<file path="src/design/mcec_pkg.sv">
// Shared constants, opcodes and controller/datapath interface types for the executor.
package mcec_pkg;

	localparam int DataWordsDef = 64;
	localparam int ProgLinesDef = 1024;

	localparam int PcW  = 11;
	localparam int TotW = 24;
	localparam int CntW = 20;

	localparam logic [3:0] OP_ADD  = 4'd0;
	localparam logic [3:0] OP_SUB  = 4'd1;
	localparam logic [3:0] OP_DIV  = 4'd2;
	localparam logic [3:0] OP_MULT = 4'd3;
	localparam logic [3:0] OP_SLT  = 4'd4;
	localparam logic [3:0] OP_LW   = 4'd5;
	localparam logic [3:0] OP_SW   = 4'd6;
	localparam logic [3:0] OP_BEQ  = 4'd7;
	localparam logic [3:0] OP_ADDI = 4'd8;
	localparam logic [3:0] OP_J    = 4'd9;
	localparam logic [3:0] OP_SHOW = 4'd10;

	localparam logic [2:0] COST_NONE = 3'd0;
	localparam logic [2:0] COST_BR   = 3'd3;
	localparam logic [2:0] COST_ALU  = 3'd4;
	localparam logic [2:0] COST_LW   = 3'd5;

	localparam logic [CntW-1:0] INSTR_LIMIT = 20'd1000000;

	typedef struct packed {
		logic load;
		logic rd_a;
		logic rd_b;
		logic rd_base;
		logic exec;
		logic capture;
		logic commit;
	} mcec_cmd_t;

	typedef struct packed {
		logic clear_done;
		logic skip;
		logic exec_wait;
		logic wait_done;
		logic out_free;
	} mcec_stat_t;

endpackage

</file>
<file path="src/design/mcec_div.sv">
// Iterative signed 32-bit divider producing one quotient bit per cycle.
module mcec_div (
	input  logic        clk,
	input  logic        arst_n,
	input  logic        start,
	input  logic [31:0] dividend,
	input  logic [31:0] divisor,
	output logic        busy,
	output logic        done,
	output logic [31:0] quotient
);
	logic        busy_q;
	logic        done_q;
	logic [4:0]  cnt_q;
	logic [31:0] rem_q;
	logic [31:0] quo_q;
	logic [31:0] dvs_q;
	logic        neg_q;
	logic [32:0] rem_sh;
	logic [32:0] rem_sub;
	logic        take;

	assign rem_sh  = {rem_q, quo_q[31]};
	assign rem_sub = rem_sh - {1'b0, dvs_q};
	assign take    = !rem_sub[32];

	always_ff @(posedge clk or negedge arst_n) begin
		if (!arst_n) begin
			busy_q <= 1'b0;
			done_q <= 1'b0;
			cnt_q  <= '0;
		end else begin
			done_q <= 1'b0;
			if (start) begin
				busy_q <= 1'b1;
				cnt_q  <= '0;
			end else if (busy_q) begin
				cnt_q <= cnt_q + 5'd1;
				if (cnt_q == 5'd31) begin
					busy_q <= 1'b0;
					done_q <= 1'b1;
				end
			end
		end
	end

	always_ff @(posedge clk) begin
		if (start) begin
			rem_q <= '0;
			quo_q <= dividend[31] ? (32'd0 - dividend) : dividend;
			dvs_q <= divisor[31] ? (32'd0 - divisor) : divisor;
			neg_q <= dividend[31] ^ divisor[31];
		end else if (busy_q) begin
			rem_q <= take ? rem_sub[31:0] : rem_sh[31:0];
			quo_q <= {quo_q[30:0], take};
		end
	end

	assign busy     = busy_q;
	assign done     = done_q;
	assign quotient = neg_q ? (32'd0 - quo_q) : quo_q;
endmodule

</file>
<file path="src/design/mcec_dp.sv">
// Datapath: register file, data memory with clearing pass, ALU, counters and result register.
module mcec_dp #(
	parameter int DATA_WORDS    = mcec_pkg::DataWordsDef,
	parameter int PROGRAM_LINES = mcec_pkg::ProgLinesDef
) (
	input  logic                        clk,
	input  logic                        arst_n,
	input  mcec_pkg::mcec_cmd_t         cmd,
	output mcec_pkg::mcec_stat_t        stat,
	input  logic                        cfg_wr,
	input  logic [mcec_pkg::PcW-1:0]    cfg_data,
	input  logic [3:0]                  operation,
	input  logic [3:0]                  first_reg,
	input  logic [3:0]                  second_reg,
	input  logic [3:0]                  base_reg,
	input  logic signed [31:0]          immediate,
	input  logic [9:0]                  target_line,
	output logic                        out_valid,
	input  logic                        out_stall,
	output logic [mcec_pkg::PcW-1:0]    next_pc,
	output logic [mcec_pkg::TotW-1:0]   multi_cycles,
	output logic [mcec_pkg::CntW-1:0]   instruction_count,
	output logic                        halted,
	output logic                        divide_fault,
	output logic                        address_fault
);
	import mcec_pkg::*;

	localparam int AW       = $clog2(DATA_WORDS);
	localparam int LinesCap = (PROGRAM_LINES > 2047) ? 2047 : PROGRAM_LINES;

	logic [PcW-1:0]  pl_q;
	logic [PcW-1:0]  pc_q;
	logic [TotW-1:0] tot_q;
	logic [CntW-1:0] cnt_q;
	logic            stopped_q;
	logic [PcW-1:0]  limit;

	logic [3:0]  op_q, r1_q, r2_q, rb_q;
	logic [31:0] imm_q;
	logic [9:0]  tgt_q;
	logic        skip_q;
	logic [31:0] a_q, b_q, base_q;

	logic [31:0] rf_q [16];
	logic [3:0]  rd_addr;
	logic [31:0] rd_data;

	logic [31:0] dmem [DATA_WORDS];
	logic [31:0] mem_rdata_q;
	logic        clr_q;
	logic [AW-1:0] clr_cnt_q;
	logic [31:0] addr;
	logic        addr_ok;
	logic        mem_we;

	logic [31:0] res_q;
	logic        wen_q, dfault_q, afault_q, end_q;
	logic [PcW-1:0] npc_q;
	logic [2:0]  cost_q;

	logic        div_go, div_busy, div_done;
	logic [31:0] div_quo;

	logic [TotW:0]   tot_sum;
	logic [TotW-1:0] tot_new;
	logic [CntW-1:0] cnt_new;
	logic            stop_new;
	logic            out_valid_q;

	assign limit = (32'(pl_q) < 32'(LinesCap)) ? pl_q : PcW'(LinesCap);

	always_ff @(posedge clk or negedge arst_n) begin
		if (!arst_n) begin
			pl_q <= '0;
		end else if (cfg_wr) begin
			pl_q <= cfg_data;
		end
	end

	always_ff @(posedge clk) begin
		if (cmd.load) begin
			op_q   <= operation;
			r1_q   <= first_reg;
			r2_q   <= second_reg;
			rb_q   <= base_reg;
			imm_q  <= immediate;
			tgt_q  <= target_line;
			skip_q <= stat.skip;
		end
	end

	assign rd_addr = cmd.rd_a ? r1_q : (cmd.rd_b ? r2_q : rb_q);
	assign rd_data = rf_q[rd_addr];

	always_ff @(posedge clk) begin
		if (cmd.rd_a) begin
			a_q <= rd_data;
		end
		if (cmd.rd_b) begin
			b_q <= rd_data;
		end
		if (cmd.rd_base) begin
			base_q <= rd_data;
		end
	end

	always_ff @(posedge clk or negedge arst_n) begin
		if (!arst_n) begin
			for (int i = 0; i < 16; i++) begin
				rf_q[i] <= '0;
			end
		end else if (cmd.commit && !skip_q && wen_q) begin
			rf_q[r1_q] <= res_q;
		end
	end

	assign addr    = imm_q + base_q;
	assign addr_ok = !addr[31] && (addr < 32'(DATA_WORDS));
	assign mem_we  = cmd.exec && (op_q == OP_SW) && addr_ok;

	always_ff @(posedge clk or negedge arst_n) begin
		if (!arst_n) begin
			clr_q     <= 1'b1;
			clr_cnt_q <= '0;
		end else if (clr_q) begin
			if (clr_cnt_q == AW'(DATA_WORDS - 1)) begin
				clr_q <= 1'b0;
			end else begin
				clr_cnt_q <= clr_cnt_q + 1'b1;
			end
		end
	end

	always_ff @(posedge clk) begin
		if (clr_q) begin
			dmem[clr_cnt_q] <= '0;
		end else if (mem_we) begin
			dmem[addr[AW-1:0]] <= a_q;
		end
		mem_rdata_q <= dmem[addr[AW-1:0]];
	end

	assign div_go = cmd.exec && (op_q == OP_DIV) && (b_q != '0);

	mcec_div u_div (
		.clk      (clk),
		.arst_n   (arst_n),
		.start    (div_go),
		.dividend (a_q),
		.divisor  (b_q),
		.busy     (div_busy),
		.done     (div_done),
		.quotient (div_quo)
	);

	always_ff @(posedge clk) begin
		if (cmd.exec) begin
			res_q    <= '0;
			wen_q    <= 1'b0;
			dfault_q <= 1'b0;
			afault_q <= 1'b0;
			end_q    <= 1'b0;
			npc_q    <= pc_q + 1'b1;
			cost_q   <= COST_ALU;
			case (op_q)
				OP_ADD: begin
					res_q <= a_q + b_q;
					wen_q <= 1'b1;
				end
				OP_SUB: begin
					res_q <= a_q - b_q;
					wen_q <= 1'b1;
				end
				OP_DIV: begin
					wen_q    <= 1'b1;
					dfault_q <= (b_q == '0);
				end
				OP_MULT: begin
					res_q <= a_q * b_q;
					wen_q <= 1'b1;
				end
				OP_SLT: begin
					res_q <= {31'd0, $signed(a_q) < $signed(b_q)};
					wen_q <= 1'b1;
				end
				OP_LW: begin
					wen_q    <= addr_ok;
					afault_q <= !addr_ok;
					cost_q   <= COST_LW;
				end
				OP_SW: begin
					afault_q <= !addr_ok;
				end
				OP_BEQ: begin
					if (a_q == b_q) begin
						npc_q <= PcW'(tgt_q);
					end
					cost_q <= COST_BR;
				end
				OP_ADDI: begin
					res_q <= b_q + imm_q;
					wen_q <= 1'b1;
				end
				OP_J: begin
					npc_q  <= PcW'(tgt_q);
					cost_q <= COST_BR;
				end
				OP_SHOW: begin
					cost_q <= COST_BR;
				end
				default: begin
					npc_q  <= limit;
					end_q  <= 1'b1;
					cost_q <= COST_NONE;
				end
			endcase
			if (r1_q == 4'd0) begin
				wen_q <= 1'b0;
			end
		end else if (cmd.capture) begin
			res_q <= (op_q == OP_LW) ? mem_rdata_q : div_quo;
		end
	end

	assign tot_sum  = {1'b0, tot_q} + (TotW + 1)'(cost_q);
	assign tot_new  = tot_sum[TotW] ? '1 : tot_sum[TotW-1:0];
	assign cnt_new  = cnt_q + 1'b1;
	assign stop_new = end_q || (cnt_new > INSTR_LIMIT) || (npc_q >= limit);

	always_ff @(posedge clk or negedge arst_n) begin
		if (!arst_n) begin
			pc_q        <= '0;
			tot_q       <= '0;
			cnt_q       <= '0;
			stopped_q   <= 1'b0;
			out_valid_q <= 1'b0;
		end else begin
			if (out_valid_q && !out_stall) begin
				out_valid_q <= 1'b0;
			end
			if (cmd.commit) begin
				out_valid_q <= 1'b1;
				if (skip_q) begin
					stopped_q <= 1'b1;
				end else begin
					pc_q      <= npc_q;
					tot_q     <= tot_new;
					cnt_q     <= cnt_new;
					stopped_q <= stop_new;
				end
			end
		end
	end

	always_ff @(posedge clk) begin
		if (cmd.commit) begin
			if (skip_q) begin
				next_pc           <= pc_q;
				multi_cycles      <= tot_q;
				instruction_count <= cnt_q;
				halted            <= 1'b1;
				divide_fault      <= 1'b0;
				address_fault     <= 1'b0;
			end else begin
				next_pc           <= npc_q;
				multi_cycles      <= tot_new;
				instruction_count <= cnt_new;
				halted            <= stop_new;
				divide_fault      <= dfault_q;
				address_fault     <= afault_q;
			end
		end
	end

	assign out_valid = out_valid_q;

	assign stat.clear_done = !clr_q;
	assign stat.skip       = stopped_q || (pc_q >= limit);
	assign stat.exec_wait  = ((op_q == OP_DIV) && (b_q != '0)) || ((op_q == OP_LW) && addr_ok);
	assign stat.wait_done  = (op_q == OP_LW) || div_done;
	assign stat.out_free   = !out_valid_q || !out_stall;

	a_reg_zero: assert property (@(posedge clk) disable iff (!arst_n)
		rf_q[0] == '0)
		else $error("register zero was written");

	a_commit_free: assert property (@(posedge clk) disable iff (!arst_n)
		cmd.commit |-> stat.out_free)
		else $error("result overwritten while still held");

	a_div_idle: assert property (@(posedge clk) disable iff (!arst_n)
		div_go |-> !div_busy)
		else $error("divider started while busy");

	a_commit_valid: assert property (@(posedge clk) disable iff (!arst_n)
		cmd.commit |=> out_valid_q)
		else $error("committed item not presented");
endmodule

</file>
<file path="src/design/mcec_ctrl.sv">
// Controller state machine sequencing register reads, execute, wait and commit.
module mcec_ctrl (
	input  logic                 clk,
	input  logic                 arst_n,
	input  logic                 in_valid,
	output logic                 in_stall,
	input  mcec_pkg::mcec_stat_t stat,
	output mcec_pkg::mcec_cmd_t  cmd
);
	import mcec_pkg::*;

	localparam logic [2:0] S_CLEAR  = 3'd0;
	localparam logic [2:0] S_IDLE   = 3'd1;
	localparam logic [2:0] S_RD_A   = 3'd2;
	localparam logic [2:0] S_RD_B   = 3'd3;
	localparam logic [2:0] S_RD_C   = 3'd4;
	localparam logic [2:0] S_EXEC   = 3'd5;
	localparam logic [2:0] S_WAIT   = 3'd6;
	localparam logic [2:0] S_COMMIT = 3'd7;

	logic [2:0] state_q;
	logic [2:0] state_d;
	logic       accept;

	assign in_stall = (state_q != S_IDLE);
	assign accept   = in_valid && (state_q == S_IDLE);

	always_comb begin
		state_d     = state_q;
		cmd         = '0;
		cmd.load    = accept;
		cmd.rd_a    = (state_q == S_RD_A);
		cmd.rd_b    = (state_q == S_RD_B);
		cmd.rd_base = (state_q == S_RD_C);
		cmd.exec    = (state_q == S_EXEC);
		case (state_q)
			S_CLEAR: begin
				if (stat.clear_done) begin
					state_d = S_IDLE;
				end
			end
			S_IDLE: begin
				if (accept) begin
					state_d = stat.skip ? S_COMMIT : S_RD_A;
				end
			end
			S_RD_A: state_d = S_RD_B;
			S_RD_B: state_d = S_RD_C;
			S_RD_C: state_d = S_EXEC;
			S_EXEC: state_d = stat.exec_wait ? S_WAIT : S_COMMIT;
			S_WAIT: begin
				if (stat.wait_done) begin
					cmd.capture = 1'b1;
					state_d     = S_COMMIT;
				end
			end
			S_COMMIT: begin
				if (stat.out_free) begin
					cmd.commit = 1'b1;
					state_d    = S_IDLE;
				end
			end
			default: state_d = S_IDLE;
		endcase
	end

	always_ff @(posedge clk or negedge arst_n) begin
		if (!arst_n) begin
			state_q <= S_CLEAR;
		end else begin
			state_q <= state_d;
		end
	end
endmodule

</file>
<file path="src/design/mini_cpu_execute_cycle_counter.sv">
// Top level of the instruction executor with multi-cycle and instruction counters.
// Each accepted item is one decoded instruction and yields exactly one result item. An item
// holds the input while it reads its three operands, executes, waits for a load with a valid
// address or a divide with a nonzero divisor, and commits; once the block has halted an item
// goes straight to commit. Its result is presented in the same cycle in which the block can
// take the next item. The register file's single read port and the one-bit-per-cycle divider
// set the pace of an item, and a result still held by the receiver adds its wait to the next
// item. A new item is taken while the previous result still waits in the output register.
// After reset the data memory is cleared one word per cycle, and no item is accepted until
// it is done; program_length may be written at any time the block is idle.
module mini_cpu_execute_cycle_counter #(
	parameter int DATA_WORDS    = mcec_pkg::DataWordsDef,
	parameter int PROGRAM_LINES = mcec_pkg::ProgLinesDef
) (
	input  logic                        clk,
	input  logic                        arst_n,
	input  logic                        cfg_valid,
	output logic                        cfg_ready,
	input  logic [mcec_pkg::PcW-1:0]    program_length,
	input  logic                        in_valid,
	output logic                        in_stall,
	input  logic [3:0]                  operation,
	input  logic [3:0]                  first_reg,
	input  logic [3:0]                  second_reg,
	input  logic [3:0]                  base_reg,
	input  logic signed [31:0]          immediate,
	input  logic [9:0]                  target_line,
	output logic                        out_valid,
	input  logic                        out_stall,
	output logic [mcec_pkg::PcW-1:0]    next_pc,
	output logic [mcec_pkg::TotW-1:0]   multi_cycles,
	output logic [mcec_pkg::CntW-1:0]   instruction_count,
	output logic                        halted,
	output logic                        divide_fault,
	output logic                        address_fault
);
	import mcec_pkg::*;

	mcec_cmd_t  cmd;
	mcec_stat_t stat;

	assign cfg_ready = 1'b1;

	mcec_ctrl u_ctrl (
		.clk      (clk),
		.arst_n   (arst_n),
		.in_valid (in_valid),
		.in_stall (in_stall),
		.stat     (stat),
		.cmd      (cmd)
	);

	mcec_dp #(
		.DATA_WORDS    (DATA_WORDS),
		.PROGRAM_LINES (PROGRAM_LINES)
	) u_dp (
		.clk               (clk),
		.arst_n            (arst_n),
		.cmd               (cmd),
		.stat              (stat),
		.cfg_wr            (cfg_valid && cfg_ready),
		.cfg_data          (program_length),
		.operation         (operation),
		.first_reg         (first_reg),
		.second_reg        (second_reg),
		.base_reg          (base_reg),
		.immediate         (immediate),
		.target_line       (target_line),
		.out_valid         (out_valid),
		.out_stall         (out_stall),
		.next_pc           (next_pc),
		.multi_cycles      (multi_cycles),
		.instruction_count (instruction_count),
		.halted            (halted),
		.divide_fault      (divide_fault),
		.address_fault     (address_fault)
	);
endmodule

</file>
<file path="config.mk">
export PLATFORM = sky130hd
export DESIGN_NAME = mini_cpu_execute_cycle_counter
export DESIGN_NICKNAME = d
export VERILOG_FILES = /design/src/design/mcec_pkg.sv /design/src/design/mcec_div.sv /design/src/design/mcec_dp.sv /design/src/design/mcec_ctrl.sv /design/src/design/mini_cpu_execute_cycle_counter.sv
export SDC_FILE = /design/constraint.sdc
export NUM_CORES = 2
export LEC_CHECK = 0
export BUFFER_PORTS_ARGS = -buffer_cell sky130_fd_sc_hd__buf_2
export CAP_MARGIN = 30
export CORE_MARGIN = 3
export CORE_UTILIZATION = 55
export DETAILED_ROUTE_END_ITERATION = 7
export PLACE_DENSITY = 0.76
export SYNTH_ARGS = -nofsm -noshare
export SYNTH_HDL_FRONTEND = slang
export SYNTH_SLANG_ARGS = --single-unit
</file>
<file path="constraint.sdc">
create_clock -name clk -period 7 [get_ports clk]
set_input_delay 0.35 -clock clk [delete_from_list [all_inputs] [get_ports clk]]
set_output_delay 0.35 -clock clk [all_outputs]
set_load 0.05 [all_outputs]
</file>
==> qor.yml <==
sta:
  setup_ws_ns: -0.3025
  rsz0062_at_grt: "true"
  finClkSkew_ns: 0.07311
  drv_slew: 0
  holdWs_ns: 0.06555
  min_period_over_period_pct: 104.3
  final.min_clock_period_ns: 7.302
  hold_violations: 0
  fmax_mhz: 136.9
  setup_viol: 13
  slew_headroom_pct: 20.29
  tightest_slew_ns: 1.183
synthesis:
  synth_edf_count: 2376
  syn-num-nets: 10100
  synth_warnings: 0
  syn-cell-area_sq_um: 146200
  synth_top_cells_by_area: "edfxtp_1 (49%), mux4_2 (12%), dfrtp_1 (10%)"
  yosysSeqAreaShare_pct: 59.90
  ys_types: 95
  yosys.area.top_type: "edfxtp_1"
  async_flop_share_pct: 19.66
  syn_inst: 9318
  ys_ff_latch: 3037
  yosys_most_used_dff: "edfxtp_1"
  avgSynthCellArea_sq_um: 15.69
  synth_top_area_share_pct: 48.80
placement:
  port_buffers: 133
  placed_area_sq_um: 155800
  place_hpwl_mm: 275.6
  globalplace.congestion: 1.002
  pre_cts_slack_ns: -0.4471
floorplanning:
  initial_core_util_pct: 55.49
  die_w_um: 521.6
  die_h_um: 521.6
  core-area_sq_um: 263500
  dieArea_sq_um: 272000
  num_rows: 188
  io_pins: 135
critical_path:
  cp.required_ns: 7.63
  criticalPathCategory: "reg2reg"
  start_kind: "register"
  critPathCaptureType: "register"
  crit_fanout: 8
  cp.arrival_ns: 7.93
detailed_routing:
  drt-initial-drc-count: 11760
  via_per_inst: 6.578
  drc_errors: 0
  num_vias: 89780
  drtAntennaViolNets: 0
  post_drt_wl_per_cell_um: 33.25
  first_pass_iters: 7
  wirelength_mm: 453.7
global_routing:
  grt_pass1_vias: 91910
  antenna_found_initial: 27
  track_usage_pct: 33.33
  grt-ovfl-total: 0
  grt_pass1_wl_mm: 652.9
  grt_start_max_net_pins: 146
cts:
  clock_path_buffers: 4
  numCtsBuffers: 314
  htree_levels: 5
  cts_tree: "done"
  clock_sinks: 3037
  clkTransAtPathRegs_ns: 0.06
  clockRootBuffer: "clkbuf_16"
  clkLatencyLatePin_ns: 0.97
finish:
  num-fill-cells: 17930
  largest_register_ffs: 2048
  area_growth_pct: 14.85
  nets: 10650
  drive_gt1_share_pct: 27.23
  top_register: "u_dp.dmem"
  final_util_pct: 63.74
  layout_common_cells: "edfxtp_1 (2376), mux4_2 (768), dfrtp_1 (595)"
  final_common_cell: "edfxtp_1"
  final_cell_area_sq_um: 167900
  reg_top3: "u_dp.dmem: 2048 flops, u_dp.rf_q: 512 flops"
outcome:
  violations: "setup timing"
  status: "finished with violations"
min_path:
  min_path_type: "in2async"
job:
  cap_viol_max_count: 0
## path summary, 6_finish.rpt
kind | from | endpoint | slack [ns] | depth (start not counted)
min in group clk | target_line[6] | u_dp.tgt_q[6]$_DFFE_PP_ | 0.15 | 2
hold / removal | arst_n | u_dp.cnt_q[5]$_DFFE_PN0P_ | 0.07 | 2
max in group asynchronous | arst_n | u_dp.rf_q[416]$_DFFE_PN0P_ | 5.49 | 3
setup / recovery | u_dp.a_q[10]$_DFFE_PP_ | u_dp.res_q[29]$_DFFE_PP_ | -0.30 | 22
setup reg to reg | u_dp.a_q[10]$_DFFE_PP_ | u_dp.res_q[29]$_DFFE_PP_ | -0.30 | 22
hold reg to reg | u_dp.rf_q[68]$_DFFE_PN0P_ | u_dp.rf_q[68]$_DFFE_PN0P_ | 0.50 | 1
## timing repair
action | 4_1_cts | 5_1_grt
cloned | 1 | 1
setup endpoints to repair | 17 | 18
hold buffers | 84 | 0
hold endpoints to repair | 170 | 0
buffers inserted | 22 | 5
pin swaps | 45 | 56
resized for setup | 63 | 54
## area by class of cell
type / count / area [sq um] / share of cell area (%)
Sequential cell: 3037 / 87570 / 52.15
Multi-Input combinational cell: 5222 / 56170 / 33.45
Clock buffer: 401 / 8399 / 5.002
Timing Repair Buffer: 773 / 7577 / 4.513
Tap cell: 3515 / 4398 / 2.619
Inverter: 514 / 1932 / 1.150
Clock inverter: 168 / 1827 / 1.088
Antenna cell: 17 / 42.54 / 0.02533
## synth_stat cells (34+ instances only)
master    count
nor2b_1     103
a21o_1       50
nand2b_1     41
a31oi_1      42
fa_1        413
o21a_1       44
dfxtp_1      64
o22ai_1      44
buf_1       102
inv_1       510
a211oi_1     98
mux4_2      768
and2_1      296
clkbuf_1    420
a21oi_1     337
nor3_1       53
o21ai_0     188
xnor2_1     193
o31ai_1      34
ha_1        299
nand3_1      85
or3_1       100
xor2_1      149
mux2_2      571
edfxtp_1   2376
nor2_1      334
mux2i_1     106
dfrtp_1     596
nand2_1     560
## per-layer routing
layer	GRT usage [%]	up-vias	routed length [um]
met5	0	-	87
li1	-	36120	-
met3	7.210	1244	47760
met1	45.00	46400	168300
met4	16.33	14	26730
met2	51.92	5997	210900
## logic make-up after synthesis
logic type | synth area share [%]
mux | 16.95
compound gates | 4.247
xor+xnor | 2.060
other cells | 0.002565
simple gates | 5.866
buf+inv | 2.759
fa+ha+maj | 8.214
flops | 59.90
## metrics by stage
stage                     cells  setup TNS [ns]
after floorplan            9318       -0.004556
after global placement    12930          -2.211
after detailed placement  12940          -3.135
after CTS                 13620          -2.029
after global routing      13630          -5.231
final                     13650          -2.411
## worst max-delay path: stages, from the launching register on
cell and delay (ns):
edfxtp_1 0.51, buf_4 0.26, and2_1 0.17, fa_1 0.49, fa_1 0.52, inv_1 0.08
fa_1 0.51, fa_1 0.52, inv_1 0.05, fa_1 0.56, fa_1 0.48, fa_1 0.54
fa_1 0.42, ha_1 0.30, o21a_1 0.21, a221o_1 0.37, a41oi_4 0.24, o21ai_2 0.10
buf_4 0.15, xnor2_2 0.13, o22ai_2 0.10, a211oi_2 0.20, o22ai_1 0.09
Power is left out: the tool's default activity adds up to more than one toggle a clock period on the data nets, which glitch-free logic cannot reach.
